==> config.mk <==
export PLATFORM = sky130hd
export DESIGN_NAME = html_tag_strip_space_collapse
export DESIGN_NICKNAME = d
export VERILOG_FILES = /design/src/hw/rtl/htsc_pkg.sv /design/src/hw/rtl/html_tag_strip_space_collapse.sv /design/src/hw/rtl/htsc_front.sv /design/src/hw/rtl/htsc_fifo.sv /design/src/hw/rtl/htsc_back.sv
export SDC_FILE = /design/constraint.sdc
export NUM_CORES = 1
export LEC_CHECK = 0
export BUFFER_PORTS_ARGS = -buffer_cell sky130_fd_sc_hd__buf_2
export CAP_MARGIN = 15
export CELL_PAD_IN_SITES_DETAIL_PLACEMENT = 0
export CELL_PAD_IN_SITES_GLOBAL_PLACEMENT = 2
export CORE_UTILIZATION = 35
export DETAILED_ROUTE_END_ITERATION = 16
export HOLD_SLACK_MARGIN = 0.05
export PLACE_DENSITY_LB_ADDON = 0.12
export SYNTH_ARGS = -nofsm -noshare
export SYNTH_HDL_FRONTEND = slang
export SYNTH_SLANG_ARGS = --single-unit
==> constraint.sdc <==
create_clock -name clk -period 5.9 [get_ports clk]
set_input_delay 0.885 -clock clk [delete_from_list [all_inputs] [get_ports clk]]
set_output_delay 0.885 -clock clk [all_outputs]
set_load 0.05 [all_outputs]
==> src/hw/rtl/htsc_pkg.sv <==
// ----------------------------------------------------------------------------
// htsc_pkg
// Shared constants, codes and the classified-byte record passed from the
// front end through the queue to the back end.
// ----------------------------------------------------------------------------
package htsc_pkg;

    // Lookahead window length (8 to 16); the window keeps one spare slot so a
    // final byte can join a full window before the body is flushed.
    localparam int LOOKAHEAD = 8;
    localparam int WIN_DEPTH = LOOKAHEAD + 1;
    localparam int CNT_W     = $clog2(WIN_DEPTH + 1);

    // Judged byte, then "/script" and one delimiter after it
    localparam int VIEW_LEN = 9;

    // Queue between front and back (power of two)
    localparam int FIFO_DEPTH = 4;
    localparam int FIFO_AW    = $clog2(FIFO_DEPTH);
    localparam int FIFO_CW    = $clog2(FIFO_DEPTH + 1);

    // Hidden-region kinds
    localparam logic [1:0] HID_NONE   = 2'd0;
    localparam logic [1:0] HID_STYLE  = 2'd1;
    localparam logic [1:0] HID_SCRIPT = 2'd2;

    // Characters
    localparam logic [7:0] CH_SPACE = 8'h20;
    localparam logic [7:0] CH_TAB   = 8'h09;
    localparam logic [7:0] CH_LF    = 8'h0a;
    localparam logic [7:0] CH_CR    = 8'h0d;
    localparam logic [7:0] CH_LT    = 8'h3c;
    localparam logic [7:0] CH_GT    = 8'h3e;
    localparam logic [7:0] CH_SLASH = 8'h2f;
    localparam logic [7:0] CH_BANG  = 8'h21;
    localparam logic [7:0] CH_QUEST = 8'h3f;

    typedef logic [VIEW_LEN-1:0][7:0] view_t;

    // One judged byte with the facts the back end needs about its lookahead
    typedef struct packed {
        logic [7:0] data;
        logic       tag_start;     // '<' then letter, '/', '!' or '?'
        logic       open_style;    // "style" + delimiter after the '<'
        logic       open_script;   // "script" + delimiter after the '<'
        logic       close_style;   // "</style" + delimiter
        logic       close_script;  // "</script" + delimiter
        logic       is_gt;
        logic       is_ws;         // whitespace or control byte
        logic       fin;           // judged during the body-end flush
        logic       last;          // final judged byte of the body
        logic       empty;         // body ended with nothing to judge
    } entry_t;

endpackage

==> src/hw/rtl/html_tag_strip_space_collapse.sv <==
// ----------------------------------------------------------------------------
// html_tag_strip_space_collapse: markup stripper with whitespace collapse
// Throughput one byte per cycle while no body-end flush or full queue stalls input;
// a collapsed space is sent on a back-end pass of its own. A byte is judged when
// the eighth byte after it arrives; its result reaches m_tvalid through the queue,
// then the output register. Body end blocks input while the window drains,
// longer while the queue is full.
// Reset is asynchronous, active low; window bytes are not cleared.
// ----------------------------------------------------------------------------
module html_tag_strip_space_collapse
    import htsc_pkg::*;
(
    input  logic       clk,
    input  logic       rst_n,
    input  logic       s_tvalid,
    output logic       s_tready,
    input  logic [7:0] s_tdata,    // [7:0] in_byte
    input  logic       s_tlast,    // end_of_body
    output logic       m_tvalid,
    input  logic       m_tready,
    output logic [7:0] m_tdata,    // [7:0] out_byte
    output logic       m_tuser,    // [0] byte_valid
    output logic       m_tlast     // is_last
);

    logic   push;
    entry_t push_entry;
    logic   q_full;
    entry_t head;
    logic   head_valid;
    logic   pop;

    // Window and classifier
    htsc_front u_front (
        .clk        (clk),
        .rst_n      (rst_n),
        .s_tvalid   (s_tvalid),
        .s_tready   (s_tready),
        .s_tdata    (s_tdata),
        .s_tlast    (s_tlast),
        .push       (push),
        .push_entry (push_entry),
        .q_full     (q_full)
    );

    // Decoupling queue
    htsc_fifo u_fifo (
        .clk        (clk),
        .rst_n      (rst_n),
        .push       (push),
        .push_entry (push_entry),
        .full       (q_full),
        .pop        (pop),
        .head       (head),
        .head_valid (head_valid)
    );

    // Tag tracking, space collapse, output beat
    htsc_back u_back (
        .clk        (clk),
        .rst_n      (rst_n),
        .head       (head),
        .head_valid (head_valid),
        .pop        (pop),
        .m_tvalid   (m_tvalid),
        .m_tready   (m_tready),
        .m_tdata    (m_tdata),
        .m_tuser    (m_tuser),
        .m_tlast    (m_tlast)
    );

endmodule

==> src/hw/rtl/htsc_front.sv <==
// ----------------------------------------------------------------------------
// htsc_front
// Lookahead window and byte classifier. Holds incoming bytes until enough
// follow them, then classifies the oldest one and pushes it to the queue.
// At body end, flushes every held byte, one per cycle while the queue has room.
// ----------------------------------------------------------------------------
module htsc_front
    import htsc_pkg::*;
(
    input  logic       clk,
    input  logic       rst_n,
    input  logic       s_tvalid,
    output logic       s_tready,
    input  logic [7:0] s_tdata,    // [7:0] in_byte
    input  logic       s_tlast,
    output logic       push,
    output entry_t     push_entry,
    input  logic       q_full
);

    logic [7:0]       win_reg  [WIN_DEPTH];
    logic [7:0]       win_next [WIN_DEPTH];
    logic [CNT_W-1:0] cnt_reg;
    logic [CNT_W-1:0] cnt_next;
    logic             flush_reg;
    logic             flush_next;
    logic             accept;
    logic             in_fin;
    logic             in_nz;
    view_t            run_view;
    view_t            flush_view;
    entry_t           cls;

    function automatic logic [7:0] to_lower(input logic [7:0] c);
        return (c >= "A" && c <= "Z") ? 8'(c + 8'd32) : c;
    endfunction

    function automatic logic is_alpha(input logic [7:0] c);
        return (c >= "a" && c <= "z") || (c >= "A" && c <= "Z");
    endfunction

    function automatic logic is_delim(input logic [7:0] c);
        return c == CH_SPACE || c == CH_TAB || c == CH_LF || c == CH_CR ||
               c == CH_GT || c == CH_SLASH;
    endfunction

    function automatic logic match_style(input view_t v, input int off);
        return to_lower(v[off]) == "s" && to_lower(v[off + 1]) == "t" &&
               to_lower(v[off + 2]) == "y" && to_lower(v[off + 3]) == "l" &&
               to_lower(v[off + 4]) == "e" && is_delim(v[off + 5]);
    endfunction

    function automatic logic match_script(input view_t v, input int off);
        return to_lower(v[off]) == "s" && to_lower(v[off + 1]) == "c" &&
               to_lower(v[off + 2]) == "r" && to_lower(v[off + 3]) == "i" &&
               to_lower(v[off + 4]) == "p" && to_lower(v[off + 5]) == "t" &&
               is_delim(v[off + 6]);
    endfunction

    // v[0] is the judged byte, v[1..] the bytes after it
    function automatic entry_t classify(input view_t v);
        entry_t e;
        logic   lt;
        e              = '0;
        lt             = v[0] == CH_LT;
        e.data         = v[0];
        e.tag_start    = lt && (is_alpha(v[1]) || v[1] == CH_SLASH ||
                                v[1] == CH_BANG || v[1] == CH_QUEST);
        e.open_style   = match_style(v, 1);
        e.open_script  = match_script(v, 1);
        e.close_style  = lt && v[1] == CH_SLASH && match_style(v, 2);
        e.close_script = lt && v[1] == CH_SLASH && match_script(v, 2);
        e.is_gt        = v[0] == CH_GT;
        e.is_ws        = v[0] <= CH_SPACE;
        return e;
    endfunction

    // Stall input while flushing, or when a full window needs queue space
    assign s_tready = !flush_reg && ((cnt_reg < CNT_W'(LOOKAHEAD)) || !q_full);
    assign accept   = s_tvalid && s_tready;
    assign in_nz    = s_tdata != 8'h00;
    assign in_fin   = s_tlast || !in_nz;

    // Build the running view (full window plus new byte) and the flush view
    always_comb
    begin
        for (int k = 0; k < VIEW_LEN; k++)
        begin
            run_view[k]   = (k < LOOKAHEAD) ? win_reg[k] : s_tdata;
            flush_view[k] = (CNT_W'(k) < cnt_reg) ? win_reg[k] : 8'h00;
        end
    end

    assign cls = classify(flush_reg ? flush_view : run_view);

    // Advance the window, push classified bytes
    always_comb
    begin
        win_next   = win_reg;
        cnt_next   = cnt_reg;
        flush_next = flush_reg;
        push       = 1'b0;
        push_entry = cls;
        if (flush_reg)
        begin
            if (!q_full)
            begin
                push = 1'b1;
                if (cnt_reg == '0)
                begin
                    push_entry       = '0;
                    push_entry.fin   = 1'b1;
                    push_entry.last  = 1'b1;
                    push_entry.empty = 1'b1;
                    flush_next       = 1'b0;
                end
                else
                begin
                    push_entry.fin  = 1'b1;
                    push_entry.last = cnt_reg == CNT_W'(1);
                    for (int k = 0; k < WIN_DEPTH - 1; k++)
                    begin
                        win_next[k] = win_reg[k + 1];
                    end
                    cnt_next = CNT_W'(cnt_reg - 1'b1);
                    if (cnt_reg == CNT_W'(1))
                    begin
                        flush_next = 1'b0;
                    end
                end
            end
        end
        else if (accept)
        begin
            if (in_fin)
            begin
                // Append a nonzero final byte, then flush
                if (in_nz)
                begin
                    for (int k = 0; k < WIN_DEPTH; k++)
                    begin
                        if (cnt_reg == CNT_W'(k))
                        begin
                            win_next[k] = s_tdata;
                        end
                    end
                    cnt_next = CNT_W'(cnt_reg + 1'b1);
                end
                flush_next = 1'b1;
            end
            else if (cnt_reg == CNT_W'(LOOKAHEAD))
            begin
                // Push out the oldest byte and shift in the new one
                push = 1'b1;
                for (int k = 0; k < LOOKAHEAD - 1; k++)
                begin
                    win_next[k] = win_reg[k + 1];
                end
                win_next[LOOKAHEAD-1] = s_tdata;
            end
            else
            begin
                for (int k = 0; k < WIN_DEPTH; k++)
                begin
                    if (cnt_reg == CNT_W'(k))
                    begin
                        win_next[k] = s_tdata;
                    end
                end
                cnt_next = CNT_W'(cnt_reg + 1'b1);
            end
        end
    end

    always_ff @(posedge clk or negedge rst_n)
    begin
        if (!rst_n)
        begin
            cnt_reg   <= '0;
            flush_reg <= 1'b0;
        end
        else
        begin
            cnt_reg   <= cnt_next;
            flush_reg <= flush_next;
        end
    end

    // Window contents carry no reset; slots past the fill count are masked
    always_ff @(posedge clk)
    begin
        win_reg <= win_next;
    end

endmodule

==> src/hw/rtl/htsc_fifo.sv <==
// ----------------------------------------------------------------------------
// htsc_fifo
// Short queue of classified bytes between the front and back ends, so that
// either side can stall without stopping the other.
// ----------------------------------------------------------------------------
module htsc_fifo
    import htsc_pkg::*;
(
    input  logic   clk,
    input  logic   rst_n,
    input  logic   push,
    input  entry_t push_entry,
    output logic   full,
    input  logic   pop,
    output entry_t head,
    output logic   head_valid
);

    entry_t             mem_reg [FIFO_DEPTH];
    logic [FIFO_AW-1:0] wr_ptr_reg;
    logic [FIFO_AW-1:0] rd_ptr_reg;
    logic [FIFO_CW-1:0] count_reg;
    logic [FIFO_CW-1:0] count_next;
    logic               do_push;
    logic               do_pop;

    assign full       = count_reg == FIFO_CW'(FIFO_DEPTH);
    assign head_valid = count_reg != '0;
    assign head       = mem_reg[rd_ptr_reg];
    assign do_push    = push && !full;
    assign do_pop     = pop && head_valid;

    // Track occupancy
    always_comb
    begin
        count_next = count_reg;
        if (do_push && !do_pop)
        begin
            count_next = FIFO_CW'(count_reg + 1'b1);
        end
        else if (!do_push && do_pop)
        begin
            count_next = FIFO_CW'(count_reg - 1'b1);
        end
    end

    always_ff @(posedge clk or negedge rst_n)
    begin
        if (!rst_n)
        begin
            wr_ptr_reg <= '0;
            rd_ptr_reg <= '0;
            count_reg  <= '0;
        end
        else
        begin
            if (do_push)
            begin
                wr_ptr_reg <= FIFO_AW'(wr_ptr_reg + 1'b1);
            end
            if (do_pop)
            begin
                rd_ptr_reg <= FIFO_AW'(rd_ptr_reg + 1'b1);
            end
            count_reg <= count_next;
        end
    end

    // Store entries
    always_ff @(posedge clk)
    begin
        if (do_push)
        begin
            mem_reg[wr_ptr_reg] <= push_entry;
        end
    end

endmodule

==> src/hw/rtl/htsc_back.sv <==
// ----------------------------------------------------------------------------
// htsc_back
// Tag/hidden-region tracking and whitespace collapse on classified bytes.
// Drives the output register; during a body-end flush one result is held
// back so the final one can be tagged as last.
// ----------------------------------------------------------------------------
module htsc_back
    import htsc_pkg::*;
(
    input  logic       clk,
    input  logic       rst_n,
    input  entry_t     head,
    input  logic       head_valid,
    output logic       pop,
    output logic       m_tvalid,
    input  logic       m_tready,
    output logic [7:0] m_tdata,    // [7:0] out_byte
    output logic       m_tuser,    // [0] byte_valid
    output logic       m_tlast
);

    // Judge state
    logic       inside_reg, inside_next, inside_j;
    logic [1:0] hidden_reg, hidden_next, hidden_j;
    logic       lws_reg, lws_next, lws_j;
    logic       sp_reg, sp_next, sp_j;
    logic       end_reg, end_next;

    // Held result during flush
    logic       p_valid_reg, p_valid_next;
    logic [7:0] p_byte_reg, p_byte_next;

    // Output register
    logic       o_valid_reg, o_valid_next;
    logic [7:0] o_byte_reg, o_byte_next;
    logic       o_bv_reg, o_bv_next;
    logic       o_last_reg, o_last_next;
    logic       o_load;

    logic       hid;
    logic       closes;
    logic       emit_space;
    logic       emit_byte;
    logic       emit_any;
    logic       can_emit;
    logic       emit_ok;
    logic [7:0] res_byte;

    // Judge the head byte against the current state
    always_comb
    begin
        hid        = (hidden_reg == HID_STYLE) || (hidden_reg == HID_SCRIPT);
        closes     = (hidden_reg == HID_STYLE) ? head.close_style : head.close_script;
        inside_j   = inside_reg;
        hidden_j   = hidden_reg;
        lws_j      = lws_reg;
        sp_j       = sp_reg;
        emit_space = 1'b0;
        emit_byte  = 1'b0;
        if (!(hid && !closes))
        begin
            if (hid)
            begin
                hidden_j = HID_NONE;
            end
            if (inside_reg)
            begin
                if (head.is_gt)
                begin
                    inside_j = 1'b0;
                end
            end
            else if (head.tag_start)
            begin
                inside_j = 1'b1;
                if (head.open_style)
                begin
                    hidden_j = HID_STYLE;
                end
                else if (head.open_script)
                begin
                    hidden_j = HID_SCRIPT;
                end
            end
            else if (head.is_ws)
            begin
                if (!lws_reg)
                begin
                    sp_j  = 1'b1;
                    lws_j = 1'b1;
                end
            end
            else if (sp_reg)
            begin
                // Send the pending space now, the byte itself on the next pass
                emit_space = 1'b1;
                sp_j       = 1'b0;
            end
            else
            begin
                emit_byte = 1'b1;
                lws_j     = 1'b0;
            end
        end
    end

    assign emit_any = emit_space || emit_byte;
    assign can_emit = !o_valid_reg || m_tready;
    assign res_byte = emit_space ? CH_SPACE : head.data;
    assign emit_ok  = !emit_any || (head.fin ? (!p_valid_reg || can_emit) : can_emit);

    // Sequence results into the output register
    always_comb
    begin
        pop          = 1'b0;
        inside_next  = inside_reg;
        hidden_next  = hidden_reg;
        lws_next     = lws_reg;
        sp_next      = sp_reg;
        end_next     = end_reg;
        p_valid_next = p_valid_reg;
        p_byte_next  = p_byte_reg;
        o_load       = 1'b0;
        o_byte_next  = o_byte_reg;
        o_bv_next    = o_bv_reg;
        o_last_next  = o_last_reg;
        if (end_reg)
        begin
            // Close the body: held result as last, or a bare end marker
            if (can_emit)
            begin
                o_load       = 1'b1;
                o_byte_next  = p_valid_reg ? p_byte_reg : 8'h00;
                o_bv_next    = p_valid_reg;
                o_last_next  = 1'b1;
                p_valid_next = 1'b0;
                end_next     = 1'b0;
            end
        end
        else if (head_valid)
        begin
            if (head.empty)
            begin
                pop         = 1'b1;
                end_next    = 1'b1;
                inside_next = 1'b0;
                hidden_next = HID_NONE;
                lws_next    = 1'b1;
                sp_next     = 1'b0;
            end
            else if (emit_ok)
            begin
                inside_next = inside_j;
                hidden_next = hidden_j;
                lws_next    = lws_j;
                sp_next     = sp_j;
                pop         = !emit_space;
                if (emit_any)
                begin
                    if (head.fin)
                    begin
                        if (p_valid_reg)
                        begin
                            o_load      = 1'b1;
                            o_byte_next = p_byte_reg;
                            o_bv_next   = 1'b1;
                            o_last_next = 1'b0;
                        end
                        p_valid_next = 1'b1;
                        p_byte_next  = res_byte;
                    end
                    else
                    begin
                        o_load      = 1'b1;
                        o_byte_next = res_byte;
                        o_bv_next   = 1'b1;
                        o_last_next = 1'b0;
                    end
                end
                // Last byte of the body: return the judge state to its reset values, close the body
                if (!emit_space && head.last)
                begin
                    end_next    = 1'b1;
                    inside_next = 1'b0;
                    hidden_next = HID_NONE;
                    lws_next    = 1'b1;
                    sp_next     = 1'b0;
                end
            end
        end
        o_valid_next = o_load || (o_valid_reg && !m_tready);
    end

    always_ff @(posedge clk or negedge rst_n)
    begin
        if (!rst_n)
        begin
            inside_reg  <= 1'b0;
            hidden_reg  <= HID_NONE;
            lws_reg     <= 1'b1;
            sp_reg      <= 1'b0;
            end_reg     <= 1'b0;
            p_valid_reg <= 1'b0;
            o_valid_reg <= 1'b0;
        end
        else
        begin
            inside_reg  <= inside_next;
            hidden_reg  <= hidden_next;
            lws_reg     <= lws_next;
            sp_reg      <= sp_next;
            end_reg     <= end_next;
            p_valid_reg <= p_valid_next;
            o_valid_reg <= o_valid_next;
        end
    end

    // Payload registers
    always_ff @(posedge clk)
    begin
        p_byte_reg <= p_byte_next;
        if (o_load)
        begin
            o_byte_reg <= o_byte_next;
            o_bv_reg   <= o_bv_next;
            o_last_reg <= o_last_next;
        end
    end

    assign m_tvalid = o_valid_reg;
    assign m_tdata  = o_byte_reg;
    assign m_tuser  = o_bv_reg;
    assign m_tlast  = o_last_reg;

endmodule

Word-level counts from Yosys, hierarchy flattened. Memory sizes are Yosys's and may differ from the RTL's. Cells that the tools add are included.

Memory bits (read-only): 0. Memory bits (writable): 72. Memories kept: 1. Bits of input ports: 13. Output and inout bits: 12. Word-level logic and storage cells: 390. Bits in latches: 0. Flip-flop bits (word level): 110.

Memory list: u_fifo.mem_reg (words 4, width 18, read ports 1, clocked after Yosys merged registers in 0, wr ports 1, RTL line htsc_fifo.sv:19) `entry_t mem_reg [FIFO_DEPTH];`.

Reductions and logical operators: 100. Eq/ne operators: 66. Bitwise operators: 3. Order comparisons: 27. Multiply operators: 0. $add $sub $neg: 13. Div/mod/pow operators: 0. Shift-type cells: 0. Mux-type cells: 155.

Operator list (count): 72-bit two-way mux (4); 8-bit two-way mux (35); 64-bit two-way mux (4); 8-bit by 7-bit == test with 1-bit output, second input constant (20); 8-bit by 6-bit == test with 1-bit output, second input constant (14); 1-bit two-way mux (91); 8-bit by 4-bit == test with 1-bit output, second input constant (9); 8-bit by 7-bit >= comparator with 1-bit output, second input constant (8); 8-bit by 7-bit less-or-equal comparator with 1-bit output, second input constant (8); 8-bit by 6-bit adder with 8-bit output, second input constant (7); 1-bit logical AND (43); 18-bit two-way mux (2); 4-bit two-way mux (7); 1-bit logical OR (27); 7-bit AND reduction (3); 2-bit two-way mux (9); 4-bit by 3-bit == test with 1-bit output, second input constant (4); 3-bit by 4-bit < comparator with 1-bit output, first input constant (4); 15-bit two-way mux (1); 2-bit nonzero test (7); 6-bit AND reduction (2); 1-bit zero test (11); 5-bit AND reduction (2); 3-bit inequality test, second input constant (3); 27 further kinds (39).

Logic depth before layout (Yosys ltp). Gate-level depths: netlist (run 1).

Depth in word-level cells: 17. Gate-level depth with buffers: 15. Mapped depth without buffers: 13.

By module. Synthesis (run 1) repeated with hierarchy kept, for this count alone.

Cell total of the unflattened synthesis: 952. Area total of the unflattened synthesis: 10425.0 um2.

Modules (own cells, without submodules): htsc_front (cells each 725, seq. area each 2287.2 um2, times used 1, area each 6144.6 um2); htsc_fifo (cells each 129, seq. area each 2337.2 um2, times used 1, area each 3030.4 um2); htsc_back (cells each 98, seq. area each 742.0 um2, times used 1, area each 1249.9 um2).

Worst setup path before layout (run 1). OpenSTA, ideal clock, no wires.

Path kind: input -> register. Start: in s_tdata[4]. End: reg u_front.win_reg (netlist bit u_front.run_view[0]) (enable). Data required time: 5393 ps. Buffers on the path: 2. Data arrival time: 4939 ps. Stages on the path: 6. Setup slack: 454 ps. Cells stage by stage: clkbuf_1 nor2_1 and3_1 or2_2 clkbuf_1 a21oi_1.

Longest elaborated chain between the ends: 5.

RTL lines: start, declared (RTL line html_tag_strip_space_collapse.sv:17) `input logic [7:0] s_tdata,`; 8-bit nonzero test * (RTL line htsc_front.sv:81) `assign in_nz = s_tdata != 8'h00;`; 1-bit zero test (RTL line htsc_front.sv:82) `assign in_fin = s_tlast || !in_nz;`; 1-bit logical OR (RTL line htsc_front.sv:82); 3-bit by 2-bit inequality test with 1-bit output (no source line) *; 4-bit AND reduction (no source line) *; end signal, assigned (RTL line htsc_front.sv:192) `win_reg <= win_next;`; end, declared (RTL line htsc_front.sv:21) `logic [7:0] win_reg [WIN_DEPTH];`.

Every way passes the cells marked *; elsewhere a longest branch is shown, timed or not. A chain may end at the register's enable or synchronous reset.

Final worst setup path (run 1).
Start: reg u_fifo.rd_ptr_reg[0]. End: reg u_fifo.count_reg[2].

Longest elaborated chain between the ends: 16. Elaborated cells between the ends (all ways): 27.

RTL lines: start, declared (RTL line htsc_fifo.sv:21) `logic [FIFO_AW-1:0] rd_ptr_reg;`; start signal, assigned (RTL line htsc_fifo.sv:63) `rd_ptr_reg <= FIFO_AW'(rd_ptr_reg + 1'b1);`; memory 4 x 18 bit *; 1-bit two-way mux (on tied branches) (RTL line htsc_back.sv:85, htsc_back.sv:53); 1-bit two-way mux / 1-bit zero test (equally long branches) (RTL line htsc_back.sv:73, htsc_back.sv:60); 1-bit two-way mux / 1-bit logical AND (equally long branches) (RTL line htsc_back.sv:66, htsc_back.sv:60); 1-bit two-way mux (RTL line htsc_back.sv:60) `if (!(hid && !closes))`; 1-bit logical OR (RTL line htsc_back.sv:107) `assign emit_any = emit_space || emit_byte;`; 1-bit zero test (RTL line htsc_back.sv:110) `assign emit_ok = !emit_any || (head.fin ? (!p_valid_reg || can_emit) : can_emit);`; 1-bit logical OR (RTL line htsc_back.sv:110); 1-bit two-way mux (RTL line htsc_back.sv:151) `else if (emit_ok)`; 1-bit two-way mux * (RTL line htsc_back.sv:142) `if (head.empty)`; 1-bit two-way mux * (RTL line htsc_back.sv:140) `else if (head_valid)`; 1-bit two-way mux * (RTL line htsc_back.sv:127) `if (end_reg)`; 1-bit logical AND * (RTL line htsc_fifo.sv:31) `assign do_pop = pop && head_valid;`; 1-bit zero test (RTL line htsc_fifo.sv:37) `if (do_push && !do_pop)`; 1-bit logical AND (RTL line htsc_fifo.sv:37); 3-bit two-way mux / 2-bit nonzero test (equally long branches); end signal, assigned (RTL line htsc_fifo.sv:65) `count_reg <= count_next;`; end, declared (RTL line htsc_fifo.sv:22) `logic [FIFO_CW-1:0] count_reg;`.

Marks and branches as above.

==> results of run 1 <==
==> power breakdown <==
group          switching, uW  leakage [uW]  total, uW  internal, uW
Combinational           1730       0.00183       2740          1010
Sequential               601       0.00181       2800          2200
Clock                    573      0.000297       1190           612
Total                   2910       0.00394       6730          3820
==> logic make-up (layout without fill, tap and decap cells) <==
| group | Yosys count | after routing | synth area share |
|---|---|---|---|
| AOI/OAI and AO/OA | 169 | 169 | 0.1104 |
| xor gates and xnor gates | 11 | 11 | 0.009966 |
| adders and majority gates | 20 | 20 | 0.02666 |
| buffers and inverters | 73 | 92 | 0.02977 |
| DFF | 182 | 182 | 0.5551 |
| muxes | 89 | 89 | 0.1155 |
| and+or+nand+nor | 280 | 280 | 0.1526 |
==> cell usage in the layout (no fill, tap or decap), drive strengths merged, types with 22 or more instances in the layout <==
master and n:
mux2i 68, a21oi 28, nand2 91, buf 35, and2 23, edfxtp 162
o21ai 81, nor2b 22, nor2 41, inv 29
==> layer usage <==
metal  track usage  up-vias  part of all wire
met5             0        -                 0
met4       0.04506        0            0.0096
met3       0.03691       20             0.054
met2        0.3007      224              0.45
met1        0.3010     3478              0.49
li1              -     3109                 -
==> synth_stat cells, types with 3 or more instances <==
| library cell | number |
|---|---|
| a21o_1 | 8 |
| a21oi_1 | 26 |
| a221o_1 | 7 |
| a31oi_1 | 8 |
| and2_1 | 23 |
| and3_1 | 5 |
| and4_1 | 3 |
| and4b_1 | 3 |
| buf_1 | 10 |
| buf_2 | 4 |
| clkbuf_1 | 32 |
| dfrtp_1 | 19 |
| edfxtp_1 | 162 |
| ha_1 | 19 |
| inv_1 | 24 |
| mux2_2 | 4 |
| mux2i_1 | 68 |
| mux4_2 | 15 |
| nand2_1 | 91 |
| nand2b_1 | 11 |
| nand3_1 | 10 |
| nand3b_1 | 3 |
| nand4_1 | 8 |
| nor2_1 | 41 |
| nor2b_1 | 22 |
| nor3_1 | 13 |
| nor3b_1 | 10 |
| nor4_1 | 9 |
| nor4b_1 | 4 |
| o2111ai_1 | 3 |
| o21ai_0 | 81 |
| o21bai_1 | 3 |
| o22ai_1 | 3 |
| o31ai_1 | 3 |
| or2_2 | 7 |
| or3_1 | 3 |
| or4_1 | 5 |
| xnor2_1 | 6 |
| xor2_1 | 5 |
==> metrics by stage <==
| stage | area (um2) | cells | util | hold WS [ps] |
|---|---|---|---|---|
| floorplan | 9667 | 824 | - | 423.1 |
| detailed placement | 10130 | 1152 | 0.3749 | 484.3 |
| CTS | 10750 | 1184 | 0.3976 | 426.3 |
| global route | 10750 | 1184 | 0.3976 | 431.1 |
| finish | 10750 | 1184 | 0.3976 | 405.0 |
| global placement | 10120 | 1151 | 0.3746 | 476.2 |
==> final timing paths <==
path / end / cells past startpoint / startpoint
worst min register to register: u_back.lws_reg / 2 / u_back.lws_reg
worst min-delay path: u_back.m_tvalid / 1 / rst_n
min in group clk: u_back.lws_reg / 2 / u_back.lws_reg
max in group asynchronous: u_back.lws_reg / 1 / rst_n
worst max register to register: u_fifo.count_reg[2] / 11 / u_fifo.rd_ptr_reg[0]
worst max-delay path: u_fifo.count_reg[2] / 11 / u_fifo.rd_ptr_reg[0]
==> layout make-up <==
type	count	area, um2	area share
repair buffers	35	202.7	0.01886
clock buffers	18	429.2	0.03993
flip-flops and latches	182	5366	0.4994
clock inverters	14	186.4	0.01735
well taps	341	426.7	0.03970
multi-input cells	569	4041	0.3761
inverters	25	93.84	0.008732
==> worst register-to-register path: stages, from the launching register on <==
cell	delay [ps]
dfrtp_1	710
buf_4	360
mux4_2	560
or3_4	380
a211oi_4	320
a21o_1	250
ha_1	210
inv_1	70
fa_1	420
xor2_1	150
nor2_1	130
xor2_1	150
==> results.toml, run 1 <==
[floorplanning]
fp.dieH_um = 168.2
core_area_um2 = 27030
ios = 25
initial_core_util = 0.3577
dieArea_um2 = 28290
die_w_um = 168.2
rows = 60

[timing]
skew_ps = 15.56
setup_viol = 0
min_period_ps = 3760
setup_ws_ps = 2140
max-slew-margin-rel = 0.2974
finalHoldViolCount = 0
fmaxAchievable_mhz = 265.9
worstMarginPinSlew_ps = 1054
min_period_over_period = 0.6373
slew_viol_final = 0
tns_ps = 0
rsz0062_at_grt = "no"

[clock_network]
cts_resized = 0
clock_latency_ps = 440
cts.sinks = 182
clk_pin_slew_worst_paths_ps = 80
clockBufferDepth = 2
htree_num_levels = 4
cts_hold_buf = 0
cts_tree = "yes"
cts-buffers-inserted = 17
post-cts-setup-buffers = 0
cts-root-buf = "clkbuf_16"

[synth]
syn_inst = 824
synth-seq-cells = 182
syn_area_per_cell_um2 = 11.73
synth-main-ff-cell = "edfxtp_1"
synthArstFlopShare = 0.1099
seq_area_frac_synth = 0.5551
yosysTopAreaCellShare = 0.5032
ys_warn_count = 0
syn_nets = 857
synth-edff-count = 162
syn-cell-area_um2 = 9667
synth_area_leader_cell = "edfxtp_1"
synthTopCellsByArea = "edfxtp_1 (50%), mux2i_1 (7.0%), dfrtp_1 (4.9%)"
synthDistinctLibCells = 75

[job]
cap_violations = 0

[layout]
largest_reg_flops = 72
syn_to_final_growth_pct = 11.17
drive_gt1_frac = 0.1234
fill_cells = 2605
num_antenna_cells = 0
nets = 863

[worst_setup_path]
startpoint_type = "flip-flop"
crit_slowest_cell = "dfrtp_1"
slowest_delay_ps = 710
cp_common_cell = "xor2_1"
cp_num_buf_inv = 2
arrival_ps = 4130
crit_fanout = 12
crit_chain = "buf_4 > mux4_2 > or3_4 > a211oi_4 > a21o_1 > ha_1 > inv_1 > fa_1 > xor2_1 > nor2_1 > xor2_1"
reg2reg_slack_ps = 2140
crit_type = "flip-flop to flip-flop"
end_kind = "flip-flop"
crit_required_ps = 6270
cp_top_family = "flip-flops"

[global_route]
grt_usage = 0.2009
grt_start_max_net_pins = 57
grt_pass1_wl_mm = 41.84
grt_pass1_vias = 6515
antenna_found_initial = 0
overflow = 0

[routing]
drt_iter0_drc = 677
viasPerCell = 5.769
postRouteAntennaNets = 0
detail_route.wl_per_cell_um = 23.20
drt-pass1-iter-count = 5
vias = 6831
drc_errors = 0
wl_mm = 27.47

[placed_design]
port_buffers = 24
pre_cts_ws_ps = 1988
hpwlAfterDp_mm = 19.10
routabilityCongestion = 0.8621

[power]
peakVddDrop_v = 0.0002131
cellLeakagePower_uw = 0.003936
fin_total_pwr_uw = 6734
p_per_area_nw_per_um2 = 626.6

[worst_hold_path]
holdCritPathClass = "primary input to async pin"

[outcome]
status = "finished clean"
Note: power is estimated with default switching activity, not from simulation.
==> run 2: changes to the inputs <==
- clock period: 5.9 -> 3.7 ns (I/O delays scaled with it)
==> run 2 against run 1 <==
Effect of this change: core utilization rose by 0.45 points; highest routed layer unchanged; cell area rose by 1.1%; largest power group is now combinational cells; first-iteration DRC count fell by 32%; sequential share of layout area fell by 0.56 points; clock skew rose by 3.5 ps; hold slack got worse by 320 ps; sequential cell count did not move; critical path type unchanged; critical endpoint is now u_fifo.mem_reg[2][8]; global-route usage fell by 0.98 points; routed wire length fell by 5.2%; critical path depth did not move; non-clock buffer count rose by 12; sequential power rose by 56%.
==> results.toml, run 2 (synthesis gave the netlist of run 1 again) <==
[outcome]
status = "finished clean"

[worst_setup_path]
cp_common_cell = "ha_1"
arrival_ps = 3600
slowest_delay_ps = 640
crit_slowest_cell = "nor4b_1"
cp_num_buf_inv = 1
crit_fanout = 7
crit_required_ps = 3840
cp_top_family = "simple AND/OR/NAND/NOR gates"
crit_type = "flip-flop to flip-flop"
startpoint_type = "flip-flop"
end_kind = "flip-flop"
crit_chain = "inv_1 > ha_1 > nor2b_1 > or2_2 > and2_1 > ha_1 > xnor2_1 > a41o_1 > nand4_1 > a2111o_1 > nor4b_1"

[global_route]
grt_usage = 0.1911
grt_pass1_vias = 6680
antenna_found_initial = 0
grt_pass1_wl_mm = 40.35
grt_start_max_net_pins = 57
overflow = 0

[clock_network]
cts_resized = 0
post-cts-setup-buffers = 0
clock_latency_ps = 440
cts_hold_buf = 0
cts-root-buf = "clkbuf_16"
clockBufferDepth = 2
htree_num_levels = 4
clk_pin_slew_worst_paths_ps = 80
cts-buffers-inserted = 17
cts.sinks = 182
cts_tree = "yes"

[job]
cap_violations = 0

[floorplanning]
rows = 60
fp.dieH_um = 168.2
dieArea_um2 = 28290
ios = 25
initial_core_util = 0.3577
die_w_um = 168.2
core_area_um2 = 27030

[worst_hold_path]
holdCritPathClass = "primary input to async pin"

[timing]
rsz0062_at_grt = "no"
worstMarginPinSlew_ps = 682.9
min_period_over_period = 0.9353
slew_viol_final = 0
setup_viol = 0
min_period_ps = 3461
hold_ws_ps = 83.96
skew_ps = 19.04
setup_ws_ps = 239.4
tns_ps = 0
max-slew-margin-rel = 0.5383
fmaxAchievable_mhz = 289.0
finalHoldViolCount = 0

[placed_design]
pre_cts_ws_ps = 239.1
port_buffers = 24
routabilityCongestion = 0.7880
hpwlAfterDp_mm = 18.16
dp.cells = 1164

[routing]
drt-pass1-iter-count = 7
vias = 6613
drt_iter0_drc = 459
wl_mm = 26.04
postRouteAntennaNets = 0
viasPerCell = 5.529
detail_route.wl_per_cell_um = 21.77
drc_errors = 0

[layout]
syn_to_final_growth_pct = 12.44
num_antenna_cells = 0
largest_reg_flops = 72
final_cell_mix = "edfxtp_1 (162), nand2_1 (91), o21ai_0 (80), mux2i_1 (68), nor2_1 (41)"
final_core_util = 0.4022
mostFrequentLayoutCell = "edfxtp_1"
drive_gt1_frac = 0.1368
fin_cells = 1196
nets = 875

[power]
cellLeakagePower_uw = 0.004012
p_per_area_nw_per_um2 = 985.6
peakVddDrop_v = 0.0005497
[run 2: layout make-up]
cell class	instances	area [um2]
flip-flops and latches	182	5366
inverters	25	93.84
clock buffers	17	425.4
clock inverters	15	210.2
fillers	2602	16160
well taps	341	426.7
repair buffers	47	305.3
multi-input cells	569	4041
[run 2: path summary, 6_finish.rpt]
path	start	endpoint	slack, ps	depth (start not counted)
hold reg to reg	u_back.lws_reg	u_back.lws_reg	490	2
setup / recovery	u_front.cnt_reg[1]	u_fifo.mem_reg[2][8]	240	11
setup reg to reg	u_front.cnt_reg[1]	u_fifo.mem_reg[2][8]	240	11
hold / removal	rst_n	u_back.m_tvalid	80	1
max in group asynchronous	rst_n	u_back.lws_reg	3250	1
min in group clk	s_tlast	u_front.flush_reg	460	3
[run 2: routing by layer]
metal  part of all wire  GRT usage
met5                  0          0
met4              0.016    0.04783
met3              0.031    0.02844
met2               0.47     0.3065
met1               0.49     0.2715
[run 2: through the flow]
step	power (uW)	cell area, um2
4_1_cts	10810	10870
5_1_grt	11430	10870
6_report	10710	10870
2_1_floorplan	7327	9678
3_5_place_dp	8854	10230
3_3_place_gp	8766	10230
[run 2: worst reg2reg max path, delay by kind of cell, from the launching register on]
family                     cells  cell delay, ps
buffers and inverters          1             140
and+or+nand+nor                5            1370
adders and majority gates      2             400
xor gates and xnor gates       1             170
DFF                            1             460
AOI/OAI and AO/OA              2             620
[run 2: power by group]
part / switching [uW] / internal [uW]
combinational: 2710 / 1700
sequential: 875 / 3500
clock: 981 / 948
